==> src/hdl/ptt_pkg.sv <==
// types, codes and constants of the periodic task tick table
`default_nettype none

package ptt_pkg;

   localparam int MAX_TASKS_DEFAULT = 16;
   localparam int RESULT_ROOM       = 16;
   localparam int FIRE_CNT_W        = $clog2(RESULT_ROOM + 1);
   localparam int CMD_DEPTH         = 2;
   localparam int RSP_DEPTH         = 4;

   localparam logic [1:0] OP_TICK   = 2'd0;
   localparam logic [1:0] OP_ADD    = 2'd1;
   localparam logic [1:0] OP_REMOVE = 2'd2;

   localparam logic [2:0] KIND_FIRED    = 3'd0;
   localparam logic [2:0] KIND_ADDED    = 3'd1;
   localparam logic [2:0] KIND_FULL     = 3'd2;
   localparam logic [2:0] KIND_REMOVED  = 3'd3;
   localparam logic [2:0] KIND_BAD_SLOT = 3'd4;

   typedef enum logic [1:0] {
      CMD_TICK,
      CMD_ADD,
      CMD_REMOVE
   } cmd_op_type;

   typedef struct packed {
      cmd_op_type  op;
      logic [7:0]  task_id;
      logic [31:0] period;
      logic [3:0]  slot;
   } cmd_type;

   typedef struct packed {
      logic [7:0]  task_id;
      logic [31:0] period;
      logic [31:0] elapsed;
   } entry_type;

   typedef struct packed {
      logic [2:0] kind;
      logic [7:0] fired_id;
      logic [3:0] slot;
      logic [4:0] entries;
      logic       last;
   } rsp_type;

   typedef enum logic [1:0] {
      BK_IDLE,
      BK_SCAN,
      BK_FLUSH,
      BK_SINGLE
   } back_state_type;

endpackage

`default_nettype wire

==> src/hdl/periodic_task_tick_table.sv <==
// top level of the periodic task tick table
//
//   channel  ports   handshake          contents
//   request  req_*   push / full        opcode, task_id, period_ticks, slot_index
//   response rsp_*   pop / empty        kind, fired_id, slot, entries, last
//
// back end: adds, rejected requests and tail removes answer without a table walk; other
// removes walk from slot_index + 1 to the tail, ticks walk every entry; one ram entry per cycle while not stalled
// reset is synchronous and leaves the table empty; the ram is never cleared
// a two entry request queue and a four entry response queue decouple the
// table walk from both sides; a full response queue stalls the tick walk
`default_nettype none

module periodic_task_tick_table
   import ptt_pkg::*;
#(
   parameter int MAX_TASKS = MAX_TASKS_DEFAULT
) (
   input  wire logic        clock,
   input  wire logic        reset,
   input  wire logic        req_push,
   output logic             req_full,
   input  wire logic [1:0]  req_opcode,
   input  wire logic [7:0]  req_task_id,
   input  wire logic [31:0] req_period_ticks,
   input  wire logic [3:0]  req_slot_index,
   output logic             rsp_empty,
   input  wire logic        rsp_pop,
   output logic [2:0]       rsp_kind,
   output logic [7:0]       rsp_fired_id,
   output logic [3:0]       rsp_slot,
   output logic [4:0]       rsp_entries,
   output logic             rsp_last
);

   localparam int RSP_W = $bits(rsp_type);

   logic             cmd_valid;
   cmd_type          cmd_data;
   logic             cmd_pop;
   logic             rq_full;
   logic             rq_push;
   rsp_type          rq_wr_data;
   logic [RSP_W-1:0] rq_rd_raw;
   rsp_type          rq_rd_data;

   ptt_front u_front (
      .clock            (clock),
      .reset            (reset),
      .req_push         (req_push),
      .req_opcode       (req_opcode),
      .req_task_id      (req_task_id),
      .req_period_ticks (req_period_ticks),
      .req_slot_index   (req_slot_index),
      .req_full         (req_full),
      .cmd_valid        (cmd_valid),
      .cmd_data         (cmd_data),
      .cmd_pop          (cmd_pop)
   );

   ptt_back #(
      .MAX_TASKS (MAX_TASKS)
   ) u_back (
      .clock     (clock),
      .reset     (reset),
      .cmd_valid (cmd_valid),
      .cmd_data  (cmd_data),
      .cmd_pop   (cmd_pop),
      .rsp_full  (rq_full),
      .rsp_push  (rq_push),
      .rsp_data  (rq_wr_data)
   );

   ptt_fifo #(
      .WIDTH (RSP_W),
      .DEPTH (RSP_DEPTH)
   ) u_rsp_q (
      .clock   (clock),
      .reset   (reset),
      .push    (rq_push),
      .wr_data (rq_wr_data),
      .full    (rq_full),
      .pop     (rsp_pop),
      .empty   (rsp_empty),
      .rd_data (rq_rd_raw)
   );

   assign rq_rd_data   = rsp_type'(rq_rd_raw);
   assign rsp_kind     = rq_rd_data.kind;
   assign rsp_fired_id = rq_rd_data.fired_id;
   assign rsp_slot     = rq_rd_data.slot;
   assign rsp_entries  = rq_rd_data.entries;
   assign rsp_last     = rq_rd_data.last;

endmodule

`default_nettype wire

==> src/hdl/ptt_ram.sv <==
// generic single write port ram with registered read
`default_nettype none

module ptt_ram #(
   parameter int WIDTH = 8,
   parameter int DEPTH = 16,
   localparam int AW = (DEPTH > 1) ? $clog2(DEPTH) : 1
) (
   input  wire logic             clock,
   input  wire logic             wr_en,
   input  wire logic [AW-1:0]    wr_addr,
   input  wire logic [WIDTH-1:0] wr_data,
   input  wire logic [AW-1:0]    rd_addr,
   output logic      [WIDTH-1:0] rd_data
);

   logic [WIDTH-1:0] mem_ff [DEPTH];
   logic [WIDTH-1:0] rd_data_ff;

   always_ff @(posedge clock) begin
      if (wr_en) begin
         mem_ff[wr_addr] <= wr_data;
      end
      rd_data_ff <= mem_ff[rd_addr];
   end

   assign rd_data = rd_data_ff;

endmodule

`default_nettype wire

==> src/hdl/ptt_fifo.sv <==
// small register fifo used for the request and response queues
`default_nettype none

module ptt_fifo #(
   parameter int WIDTH = 8,
   parameter int DEPTH = 2,
   localparam int PW = (DEPTH > 1) ? $clog2(DEPTH) : 1,
   localparam int CW = $clog2(DEPTH + 1)
) (
   input  wire logic             clock,
   input  wire logic             reset,
   input  wire logic             push,
   input  wire logic [WIDTH-1:0] wr_data,
   output logic                  full,
   input  wire logic             pop,
   output logic                  empty,
   output logic      [WIDTH-1:0] rd_data
);

   logic [WIDTH-1:0] mem_ff [DEPTH];
   logic [PW-1:0]    wr_ptr_ff, wr_ptr_in;
   logic [PW-1:0]    rd_ptr_ff, rd_ptr_in;
   logic [CW-1:0]    cnt_ff, cnt_in;
   logic             do_push, do_pop;

   assign full    = (cnt_ff == CW'(DEPTH));
   assign empty   = (cnt_ff == '0);
   assign do_push = push & ~full;
   assign do_pop  = pop & ~empty;
   assign rd_data = mem_ff[rd_ptr_ff];

   always_comb begin
      wr_ptr_in = wr_ptr_ff;
      rd_ptr_in = rd_ptr_ff;
      cnt_in    = cnt_ff;
      if (do_push) begin
         wr_ptr_in = (wr_ptr_ff == PW'(DEPTH - 1)) ? '0 : wr_ptr_ff + PW'(1);
      end
      if (do_pop) begin
         rd_ptr_in = (rd_ptr_ff == PW'(DEPTH - 1)) ? '0 : rd_ptr_ff + PW'(1);
      end
      if (do_push && !do_pop) begin
         cnt_in = cnt_ff + CW'(1);
      end else if (do_pop && !do_push) begin
         cnt_in = cnt_ff - CW'(1);
      end
   end

   always_ff @(posedge clock) begin
      if (do_push) begin
         mem_ff[wr_ptr_ff] <= wr_data;
      end
   end

   always_ff @(posedge clock) begin
      if (reset) begin
         wr_ptr_ff <= '0;
         rd_ptr_ff <= '0;
         cnt_ff    <= '0;
      end else begin
         wr_ptr_ff <= wr_ptr_in;
         rd_ptr_ff <= rd_ptr_in;
         cnt_ff    <= cnt_in;
      end
   end

endmodule

`default_nettype wire

==> src/hdl/ptt_front.sv <==
// front end: takes requests, decodes the opcode, drops unknown opcodes and queues commands
`default_nettype none

module ptt_front
   import ptt_pkg::*;
(
   input  wire logic        clock,
   input  wire logic        reset,
   input  wire logic        req_push,
   input  wire logic [1:0]  req_opcode,
   input  wire logic [7:0]  req_task_id,
   input  wire logic [31:0] req_period_ticks,
   input  wire logic [3:0]  req_slot_index,
   output logic             req_full,
   output logic             cmd_valid,
   output cmd_type          cmd_data,
   input  wire logic        cmd_pop
);

   localparam int CMD_W = $bits(cmd_type);

   cmd_type          dec_cmd;
   logic             dec_keep;
   logic [CMD_W-1:0] q_rd_data;
   logic             q_empty;

   always_comb begin
      dec_cmd.task_id = req_task_id;
      dec_cmd.period  = req_period_ticks;
      dec_cmd.slot    = req_slot_index;
      dec_cmd.op      = CMD_TICK;
      dec_keep        = 1'b1;
      case (req_opcode)
         OP_TICK:   dec_cmd.op = CMD_TICK;
         OP_ADD:    dec_cmd.op = CMD_ADD;
         OP_REMOVE: dec_cmd.op = CMD_REMOVE;
         default:   dec_keep   = 1'b0;
      endcase
   end

   ptt_fifo #(
      .WIDTH (CMD_W),
      .DEPTH (CMD_DEPTH)
   ) u_cmd_q (
      .clock   (clock),
      .reset   (reset),
      .push    (req_push & dec_keep),
      .wr_data (dec_cmd),
      .full    (req_full),
      .pop     (cmd_pop),
      .empty   (q_empty),
      .rd_data (q_rd_data)
   );

   assign cmd_valid = ~q_empty;
   assign cmd_data  = cmd_type'(q_rd_data);

endmodule

`default_nettype wire

==> src/hdl/ptt_back.sv <==
// back end: walks the task table for ticks and for removes below the tail, appends on adds
`default_nettype none

module ptt_back
   import ptt_pkg::*;
#(
   parameter int MAX_TASKS = MAX_TASKS_DEFAULT
) (
   input  wire logic    clock,
   input  wire logic    reset,
   input  wire logic    cmd_valid,
   input  wire cmd_type cmd_data,
   output logic         cmd_pop,
   input  wire logic    rsp_full,
   output logic         rsp_push,
   output rsp_type      rsp_data
);

   localparam int IDX_W   = (MAX_TASKS > 1) ? $clog2(MAX_TASKS) : 1;
   localparam int CNT_W   = $clog2(MAX_TASKS + 1);
   localparam int CMP_W   = CNT_W + 4;
   localparam int ENTRY_W = $bits(entry_type);

   back_state_type    state_ff, state_in;
   logic [CNT_W-1:0]  count_ff, count_in;
   logic [IDX_W-1:0]  idx_ff, idx_in;
   logic              scan_rm_ff, scan_rm_in;
   logic              pend_vld_ff, pend_vld_in;
   rsp_type           pend_ff, pend_in;
   rsp_type           single_ff, single_in;
   logic [FIRE_CNT_W-1:0] fire_cnt_ff, fire_cnt_in;

   logic               ram_wr_en;
   logic [IDX_W-1:0]   ram_wr_addr;
   entry_type          ram_wr_data;
   logic [IDX_W-1:0]   ram_rd_addr;
   logic [ENTRY_W-1:0] ram_rd_raw;
   entry_type          entry;

   logic [31:0]        elapsed_inc;
   logic               fire;
   logic               record;
   logic               scan_last;
   logic               stall;
   logic [IDX_W+3:0]   idx_wide;
   logic [CNT_W+4:0]   cnt_wide;
   logic [CMP_W-1:0]   slot_ext;
   logic [CMP_W-1:0]   count_cmp;
   logic               slot_bad;
   logic               rm_tail;
   logic               table_full;
   logic [IDX_W-1:0]   start_idx;

   assign entry       = entry_type'(ram_rd_raw);
   assign elapsed_inc = entry.elapsed + 32'd1;
   assign fire        = (elapsed_inc >= entry.period);
   assign record      = fire && (fire_cnt_ff < FIRE_CNT_W'(RESULT_ROOM));
   assign scan_last   = ((CNT_W'(idx_ff) + CNT_W'(1)) == count_ff);
   assign stall       = ~scan_rm_ff & record & pend_vld_ff & rsp_full;
   assign idx_wide    = {4'b0, idx_ff};
   assign cnt_wide    = {5'b0, count_ff};
   assign slot_ext    = {CNT_W'(0), cmd_data.slot};
   assign count_cmp   = {4'b0, count_ff};
   assign slot_bad    = (slot_ext >= count_cmp);
   assign rm_tail     = ((slot_ext + CMP_W'(1)) == count_cmp);
   assign table_full  = (count_ff == CNT_W'(MAX_TASKS));
   assign start_idx   = slot_ext[IDX_W-1:0] + IDX_W'(1);

   // next state
   always_comb begin
      state_in = state_ff;
      case (state_ff)
         BK_IDLE: begin
            if (cmd_valid) begin
               case (cmd_data.op)
                  CMD_TICK: begin
                     if (count_ff != '0) begin
                        state_in = BK_SCAN;
                     end
                  end
                  CMD_ADD: state_in = BK_SINGLE;
                  CMD_REMOVE: begin
                     if (slot_bad || rm_tail) begin
                        state_in = BK_SINGLE;
                     end else begin
                        state_in = BK_SCAN;
                     end
                  end
                  default: state_in = BK_IDLE;
               endcase
            end
         end
         BK_SCAN: begin
            if (!stall && scan_last) begin
               state_in = scan_rm_ff ? BK_SINGLE : BK_FLUSH;
            end
         end
         BK_FLUSH: begin
            if (!pend_vld_ff || !rsp_full) begin
               state_in = BK_IDLE;
            end
         end
         BK_SINGLE: begin
            if (!rsp_full) begin
               state_in = BK_IDLE;
            end
         end
         default: state_in = BK_IDLE;
      endcase
   end

   // datapath and handshakes
   always_comb begin
      cmd_pop     = 1'b0;
      rsp_push    = 1'b0;
      rsp_data    = '0;
      count_in    = count_ff;
      idx_in      = idx_ff;
      scan_rm_in  = scan_rm_ff;
      pend_vld_in = pend_vld_ff;
      pend_in     = pend_ff;
      single_in   = single_ff;
      fire_cnt_in = fire_cnt_ff;
      ram_wr_en   = 1'b0;
      ram_wr_addr = idx_ff;
      ram_wr_data = entry;
      ram_rd_addr = idx_ff;
      case (state_ff)
         BK_IDLE: begin
            if (cmd_valid) begin
               cmd_pop = 1'b1;
               case (cmd_data.op)
                  CMD_TICK: begin
                     idx_in      = '0;
                     ram_rd_addr = '0;
                     scan_rm_in  = 1'b0;
                     pend_vld_in = 1'b0;
                     fire_cnt_in = '0;
                  end
                  CMD_ADD: begin
                     single_in = '0;
                     if (table_full) begin
                        single_in.kind = KIND_FULL;
                     end else begin
                        ram_wr_en           = 1'b1;
                        ram_wr_addr         = count_ff[IDX_W-1:0];
                        ram_wr_data.task_id = cmd_data.task_id;
                        ram_wr_data.period  = cmd_data.period;
                        ram_wr_data.elapsed = '0;
                        count_in            = count_ff + CNT_W'(1);
                        single_in.kind      = KIND_ADDED;
                        single_in.slot      = cnt_wide[3:0];
                     end
                  end
                  CMD_REMOVE: begin
                     single_in      = '0;
                     single_in.slot = cmd_data.slot;
                     if (slot_bad) begin
                        single_in.kind = KIND_BAD_SLOT;
                     end else begin
                        single_in.kind = KIND_REMOVED;
                        if (rm_tail) begin
                           count_in = count_ff - CNT_W'(1);
                        end else begin
                           idx_in      = start_idx;
                           ram_rd_addr = start_idx;
                           scan_rm_in  = 1'b1;
                        end
                     end
                  end
                  default: cmd_pop = 1'b1;
               endcase
            end
         end
         BK_SCAN: begin
            if (scan_rm_ff) begin
               // move entry down by one slot
               ram_wr_en   = 1'b1;
               ram_wr_addr = idx_ff - IDX_W'(1);
               ram_wr_data = entry;
               if (scan_last) begin
                  count_in = count_ff - CNT_W'(1);
               end else begin
                  idx_in      = idx_ff + IDX_W'(1);
                  ram_rd_addr = idx_ff + IDX_W'(1);
               end
            end else if (!stall) begin
               ram_wr_en           = 1'b1;
               ram_wr_addr         = idx_ff;
               ram_wr_data         = entry;
               ram_wr_data.elapsed = fire ? 32'd0 : elapsed_inc;
               if (record) begin
                  if (pend_vld_ff) begin
                     rsp_push         = 1'b1;
                     rsp_data         = pend_ff;
                     rsp_data.entries = cnt_wide[4:0];
                     rsp_data.last    = 1'b0;
                  end
                  pend_vld_in      = 1'b1;
                  pend_in          = '0;
                  pend_in.kind     = KIND_FIRED;
                  pend_in.fired_id = entry.task_id;
                  pend_in.slot     = idx_wide[3:0];
                  fire_cnt_in      = fire_cnt_ff + FIRE_CNT_W'(1);
               end
               if (!scan_last) begin
                  idx_in      = idx_ff + IDX_W'(1);
                  ram_rd_addr = idx_ff + IDX_W'(1);
               end
            end
         end
         BK_FLUSH: begin
            if (pend_vld_ff && !rsp_full) begin
               rsp_push         = 1'b1;
               rsp_data         = pend_ff;
               rsp_data.entries = cnt_wide[4:0];
               rsp_data.last    = 1'b1;
               pend_vld_in      = 1'b0;
            end
         end
         BK_SINGLE: begin
            if (!rsp_full) begin
               rsp_push         = 1'b1;
               rsp_data         = single_ff;
               rsp_data.entries = cnt_wide[4:0];
               rsp_data.last    = 1'b1;
            end
         end
         default: cmd_pop = 1'b0;
      endcase
   end

   always_ff @(posedge clock) begin
      if (reset) begin
         state_ff    <= BK_IDLE;
         count_ff    <= '0;
         pend_vld_ff <= 1'b0;
         scan_rm_ff  <= 1'b0;
         fire_cnt_ff <= '0;
         idx_ff      <= '0;
      end else begin
         state_ff    <= state_in;
         count_ff    <= count_in;
         pend_vld_ff <= pend_vld_in;
         scan_rm_ff  <= scan_rm_in;
         fire_cnt_ff <= fire_cnt_in;
         idx_ff      <= idx_in;
      end
   end

   always_ff @(posedge clock) begin
      pend_ff   <= pend_in;
      single_ff <= single_in;
   end

   ptt_ram #(
      .WIDTH (ENTRY_W),
      .DEPTH (MAX_TASKS)
   ) u_table (
      .clock   (clock),
      .wr_en   (ram_wr_en),
      .wr_addr (ram_wr_addr),
      .wr_data (ram_wr_data),
      .rd_addr (ram_rd_addr),
      .rd_data (ram_rd_raw)
   );

endmodule

`default_nettype wire

==> config.mk <==
export PLATFORM = sky130hd
export DESIGN_NAME = periodic_task_tick_table
export DESIGN_NICKNAME = d
export VERILOG_FILES = /design/src/hdl/ptt_pkg.sv /design/src/hdl/periodic_task_tick_table.sv /design/src/hdl/ptt_ram.sv /design/src/hdl/ptt_fifo.sv /design/src/hdl/ptt_front.sv /design/src/hdl/ptt_back.sv
export SDC_FILE = /design/constraint.sdc
export NUM_CORES = 1
export LEC_CHECK = 0
export BUFFER_PORTS_ARGS = -buffer_cell sky130_fd_sc_hd__buf_2
export CAP_MARGIN = 20
export CORE_MARGIN = 3
export CORE_UTILIZATION = 42
export CTS_CLUSTER_DIAMETER = 40
export CTS_CLUSTER_SIZE = 24
export DETAILED_ROUTE_END_ITERATION = 12
export SLEW_MARGIN = 20
export SYNTH_ARGS = -nofsm -noshare
export SYNTH_HDL_FRONTEND = slang
export SYNTH_SLANG_ARGS = --single-unit
==> constraint.sdc <==
create_clock -name clock -period 10.85 [get_ports clock]
set_input_delay 2.17 -clock clock [delete_from_list [all_inputs] [get_ports clock]]
set_output_delay 2.17 -clock clock [all_outputs]
set_load 0.1 [all_outputs]
---- After elaboration in Yosys (flattened, before gate mapping) ----
Memory sizes are Yosys's and may differ from the RTL's. A register that Yosys moved wholly into a read port is not among the register bits.
Index checks and enable logic that the tools add are counted.
W data, S select, Z words.
operators by class
  $add $sub $neg .......................... 17
  magnitude comparators ................... 3
  equal/unequal tests ..................... 32
  mux-type cells .......................... 99
  bitwise gates (word level) .............. 14
  reductions and logical operators ........ 36
operators by type and width
  cell                     number
  $mux W72                 3
  $pmux W72 S2             1
  $mux W32                 3
  $mux W21                 4
  $pmux W21 S3             1
  $mux W5                  11
  $mux W4                  11
  $pmux W21 S2             1
  $mux W18                 2
  $mux W1                  33
  $add A32 B1 Y32 const B  1
  $ge A32 B32 Y1           1
  $pmux W5 S2              3
  $mux W2                  13
  $pmux W4 S2              3
  $eq A2 B2 Y1 const B     7
  $ne A2 B2 Y1 const B     7
  $ne A2 B1 Y1 const B     6
  $add A4 B1 Y5 const B    2
  $add A5 B1 Y5 const B    2
  $reduce_and A5 Y1        2
  $reduce_bool A2 Y1       5
  $eq A9 B5 Y1             1
  $mux W3                  3
  36 further kinds         75
word-level totals
  flip-flop bits (word level) ............. 56
  RAM bits ................................ 1328
  output and inout port bits .............. 23
  logic and storage cells ................. 221
  memories kept ........................... 3
memories
  memory                  depth  bits a word  rd ports  clocked after Yosys merged registers in  wr ports  line            source
  u_back.u_table.mem_ff   16     72           1         1                                        1         ptt_ram.sv:17   logic [WIDTH-1:0] mem_ff [DEPTH];
  u_front.u_cmd_q.mem_ff  2      46           1         1                                        1         ptt_fifo.sv:20  logic [WIDTH-1:0] mem_ff [DEPTH];
  u_rsp_q.mem_ff          4      21           1         1                                        1         ptt_fifo.sv:20

---- Logic depth before layout (Yosys ltp) ----
  depth in word-level cells ............... 14
  mapped depth ............................ 27
  depth with buffers taken out ............ 24

---- Modules after synthesis ----
A second synthesis with hierarchy kept.
unflattened totals
  cell total of the unflattened synthesis .. 2889
  area, all modules ....................... 56670.6 um^2
by module, submodules not included
  module                       times used  cells each  area an instance (um^2)
  ptt_ram                      1           1850        44552.7
  ptt_back                     1           708         5021.1
  ptt_fifo at u_rsp_q          1           159         3537.1
  ptt_fifo at u_front.u_cmd_q  1           168         3533.4
  ptt_front                    1           4           26.3

---- Least setup slack after synthesis ----
OpenSTA, ideal clock, no wires.
  kind .................................... register -> register
  start point ............................. register u_back.u_table.rd_data_ff[0] (netlist: u_back.u_table.rd_data[0]) (read register of u_back.u_table.mem_ff)
  end point ............................... memory u_back.u_table.mem_ff[4][0] (netlist name) (enable)
  setup time .............................. 0.502 ns
  data arrival time ....................... 7.286 ns
  slack ................................... 3.062 ns
  stages on the path, launching flop included .. 23
  clock period less this slack ............ 7.788 ns
  path through ............................ dfxtp_1 ha_1 nand3_1 or2_2 clkbuf_1 nor3_1 nor2b_1 and3_1 clkbuf_1 nand2_1 nor2_1 xor2_1 ha_1 nand4_1 nor3_1 a221oi_1 a31oi_1 nor2_1 nand2_1 nand2_1 nand2b_1 or2_2 nor2_1
on the way
  word-level cells in the longest chain between the ends .. 11
RTL lines
  element                        line             source
  start, declared                ptt_ram.sv:18    logic [WIDTH-1:0] rd_data_ff;
  $add A32 B1 Y32                ptt_back.sv:55   assign elapsed_inc = entry.elapsed + 32'd1;
  $ge A32 B32 Y1                 ptt_back.sv:56   assign fire = (elapsed_inc >= entry.period);
  $logic_and A1 B1 Y1            ptt_back.sv:57   assign record = fire && (fire_cnt_ff < FIRE_CNT_W'(RESULT_ROOM));
  $and A1 B1 Y1 (3 in a row)     ptt_back.sv:59   assign stall = ~scan_rm_ff & record & pend_vld_ff & rsp_full;
  $mux W1                        ptt_back.sv:187  end else if (!stall) begin
  $mux W1                        ptt_back.sv:176  if (scan_rm_ff) begin
  $pmux W1 S2                    ptt_back.sv:128  case (state_ff)
  $mux W1                        ptt_ram.sv:21    if (wr_en) begin
  $mux W1 (not written as such)  ptt_ram.sv:22    mem_ff[wr_addr] <= wr_data;
  end, declared                  ptt_ram.sv:17
No other way between the ends.

---- Worst setup path after layout ----
  start point ............................. register u_back.u_table.rd_data_ff[0] (netlist: u_back.u_table.rd_data[0]) (read register of u_back.u_table.mem_ff)
  end point ............................... register u_back.u_table.rd_data_ff[49] (netlist: u_back.u_table.rd_data[49]) (read register of u_back.u_table.mem_ff)
on the way
  word-level cells in the longest chain between the ends .. 9
RTL lines
  element                     line
  $add A32 B1 Y32             ptt_back.sv:55
  $ge A32 B32 Y1              ptt_back.sv:56
  $logic_and A1 B1 Y1         ptt_back.sv:57
  $and A1 B1 Y1 (3 in a row)  ptt_back.sv:59
  $mux W4                     -
  $mux W4                     ptt_back.sv:176
  $pmux W4 S2                 ptt_back.sv:128
No other way between the ends.
A chain may end at the register's enable or synchronous reset.

==> results.cfg <==
[floorplanning]
dieHeight_um = 383
start_util = 0.426
ios = 73
dieArea_sq_mm = 0.147
row_count = 137
die_w_um = 383
core_area_sq_mm = 0.140

[min_path]
hp-class = flop to flop

[global_routing]
antenna_found_initial = 0
first_global_vias = 36300
grt_max_degree = 229
overflow = 0
grt_pass1_wl_um = 242000
track_usage = 0.218

[power_and_ir_drop]
p_per_area_mw_per_mm2 = 339
p_comb_frac = 0.406
ir_worst_vdd_mv = 0.385
leakage_nw = 22.8
switchingPower_w = 0.00915
swShare = 0.397
power.share.clock = 0.246
seqPwrFrac = 0.348
fin_total_pwr_w = 0.0230
internal_power_w = 0.0139

[routing]
drtAntennaViolNets = 0
drc = 0
vias = 38200
drtIter0Drc = 4436
wl_per_cell_um = 25.7
dr.pass1.iters = 5
via_per_inst = 6.04
routed_wl_um = 162000

[synthesis]
ys_top_cells_by_area = edfxtp_1 (68%), dfxtp_1 (3.5%), nand3_1 (3.2%)
ys_types = 76
ys_seq_area_frac = 0.711
synth_common_cells = edfxtp_1 (1347), nand2_1 (397), nand3_1 (382)
synth_edf_count = 1347
synth-seq-cells = 1451
syn-num-nets = 4404
synth.cell_area_sq_mm = 0.0598
syn_inst = 4299
yosysWarnings = 0
synth_top_area_cell = edfxtp_1
ys.flop_type = edfxtp_1
avgSynthCellArea_sq_um = 13.9
async_reset_ff_frac = 0
synth_most_common_cell = edfxtp_1
synthDominantCellAreaShare = 0.676

[critical_path]
cp-end-kind = flop
criticalPathCategory = flop to flop
arrival_ns = 8.72
worstPathMaxFanout = 110
endpoint = u_back.u_table.rd_data[49]$_DFF_P_
cp-start-kind = flop
reg2reg_to = u_back.u_table.rd_data[49]$_DFF_P_
ff2ff_path_depth = 22
reg2reg_from = u_back.u_table.rd_data[0]$_DFF_P_
cp_data_required_time_ns = 11.55
r2r_slack_ns = 2.83
worstSetupStartpoint = u_back.u_table.rd_data[0]$_DFF_P_

[final_layout]
area.growth.synth_to_final_pct = 13.5
drive_gt1_frac = 0.160
finalNetCount = 4411
fin_area_sq_mm = 0.0679
instances_no_fill = 6321
nFillCells = 12000
antenna_cells = 0

[clock_tree]
cts_inserted_buffers = 161
root_buffer = clkbuf_16
cts.sinks = 1451
cts_resized = 0
clk_latency_ns = 0.80
clk_path_buf_depth = 3
post-cts-setup-buffers = 0
cts_tree = yes
cts_hold_buf = 0
ctsHtreeMaxLevel = 4
clkTransAtPathRegs_ns = 0.06

[sta]
fin_crit_ns = 8.02
slew_violations = 0
fin_ws_ns = 2.83
skew_ns = 0.0290
max_freq_ghz = 0.125
hold_viol = 0
tightest_slew_ns = 1.17
rsz0062_at_grt = no
final.setup.tns_ns = 0
setup_viol = 0
maxSlewHeadroom = 0.222
fin_crit_sh = 0.739

[placement]
dpl_cell_area_sq_mm = 0.0623
hpwl_um = 79900
io_buffers = 72
placed_cells = 6016
preCtsSetupSlack_ns = 3.01
gp_congestion = 0.820

[flow_run]
maxCapViolations = 0

[run_status]
status = finished clean
layout make-up:
| type | count | area, sq um | share of cell area |
|---|---|---|---|
| clock buffer | 188 | 4250 | 0.0625 |
| sequential | 1451 | 42500 | 0.626 |
| tap | 1876 | 2350 | 0.0346 |
| timing repair buffer | 196 | 1480 | 0.0218 |
| clock inverter | 114 | 1350 | 0.0199 |
| multi-input combinational | 2438 | 15700 | 0.232 |
| inverter | 58 | 218 | 0.00321 |
flip-flops by register name, summed over array words and instances, names as in the netlist, 2 cells and up, named ones only:
signal / count
u_rsp_q.wr_ptr_ff: 2
u_front.u_cmd_q.mem_ff: 92
u_back.fire_cnt_ff: 5
u_rsp_q.cnt_ff: 3
u_front.u_cmd_q.cnt_ff: 2
u_back.count_ff: 5
u_rsp_q.mem_ff: 84
u_back.state_ff: 2
u_back.single_ff: 7
u_back.idx_ff: 4
u_back.u_table.rd_data: 72
u_back.pend_ff: 12
u_rsp_q.rd_ptr_ff: 2
u_back.u_table.mem_ff: 1152
per-layer routing:
metal,part of all wire,GRT usage
met1,0.44,0.318
met2,0.46,0.335
met3,0.082,0.0386
met4,0.021,0.0594
met5,0,0
stage by stage:
| step | hold slack [ns] | utilization |
|---|---|---|
| 2_1_floorplan | 0.408 | - |
| 3_3_place_gp | 0.418 | 0.443 |
| 3_5_place_dp | 0.426 | 0.444 |
| 4_1_cts | 0.441 | 0.483 |
| 5_1_grt | 0.456 | 0.484 |
| 6_report | 0.438 | 0.484 |
power by group through the flow:
| stage | clock network, W | logic (W) | registers, W |
|---|---|---|---|
| 4_1_cts | 0.00575 | 0.00929 | 0.00801 |
| 3_5_place_dp | 0 | 0.00925 | 0.00812 |
| 6_report | 0.00566 | 0.00935 | 0.00801 |
| 5_1_grt | 0.00598 | 0.0102 | 0.00805 |
| 2_1_floorplan | 0 | 0.00650 | 0.00801 |
| 3_3_place_gp | 0 | 0.00914 | 0.00811 |
how the worst min path moves through the flow:
stage	start	end	depth (start not counted)
6_report	u_back.u_table.rd_data[69]$_DFF_P_	u_back.pend_ff[15]$_DFFE_PP_	0
5_1_grt	u_back.u_table.rd_data[68]$_DFF_P_	u_back.pend_ff[14]$_DFFE_PP_	0
4_1_cts	u_back.u_table.rd_data[69]$_DFF_P_	u_back.pend_ff[15]$_DFFE_PP_	0
3_5_place_dp	u_back.u_table.rd_data[69]$_DFF_P_	u_back.pend_ff[15]$_DFFE_PP_	0
3_3_place_gp	u_back.u_table.rd_data[69]$_DFF_P_	u_back.pend_ff[15]$_DFFE_PP_	0
2_1_floorplan	u_back.u_table.rd_data[64]$_DFF_P_	u_back.pend_ff[10]$_DFFE_PP_	0
placed cells by master (no fill, tap or decap), types with 7 or more instances in the layout:
master | Yosys | layout
buf_2 | 111 | 72
nor2b_1 | 10 | 9
edfxtp_1 | 1347 | 1347
a31o_2 | 96 | 96
a21oi_1 | 31 | 31
and3_1 | 155 | 155
clkinv_4 | 0 | 10
xnor2_1 | 31 | 31
nor3_1 | 11 | 11
or3_1 | 8 | 7
a22o_1 | 23 | 23
mux4_2 | 21 | 21
buf_4 | 21 | 108
and2_1 | 25 | 18
o21ai_0 | 367 | 362
nand2_1 | 397 | 397
clkinvlp_4 | 0 | 11
clkinv_2 | 0 | 22
nand2b_1 | 12 | 12
a211oi_1 | 146 | 146
inv_8 | 0 | 7
buf_12 | 0 | 14
clkbuf_1 | 206 | 20
nand4_1 | 302 | 302
xor2_1 | 20 | 20
nor2_4 | 0 | 16
bufinv_16 | 0 | 17
a221oi_2 | 68 | 68
dfxtp_1 | 104 | 103
mux2i_1 | 50 | 49
inv_1 | 57 | 57
nand3_1 | 382 | 381
nor2_1 | 92 | 75
ha_1 | 54 | 54
clkbuf_16 | 0 | 165
inv_6 | 0 | 30
clkinv_8 | 0 | 10
a31o_1 | 48 | 48
logic make-up after synthesis:
kind of cell,synth area share
XOR/XNOR,0.00784
flip-flops,0.711
AND/OR/NAND/NOR,0.121
buffers and inverters,0.0295
adder cells (fa/ha/maj),0.0116
AO/OA/AOI/OAI,0.102
multiplexers,0.0171
critical path, stage by stage (launching register included):
cell and delay (ns):
dfxtp_1 0.51, ha_1 0.29, nand3_1 0.13, or2_2 0.40, nor3_1 0.52, nor2b_1 0.34, and3_1 0.31, nand2_1 0.13
nor2_1 0.25, xor2_1 0.19, ha_1 0.25, nand4_1 0.15, nor3_1 0.08, a221oi_1 0.34, a31oi_1 0.36, nor4_2 0.70
or3_4 0.64, buf_12 0.44, buf_4 0.82, and3_1 0.27, a211oi_1 0.05, a31o_2 0.27, a221oi_2 0.27
Note: power is estimated with default switching activity, not from simulation.
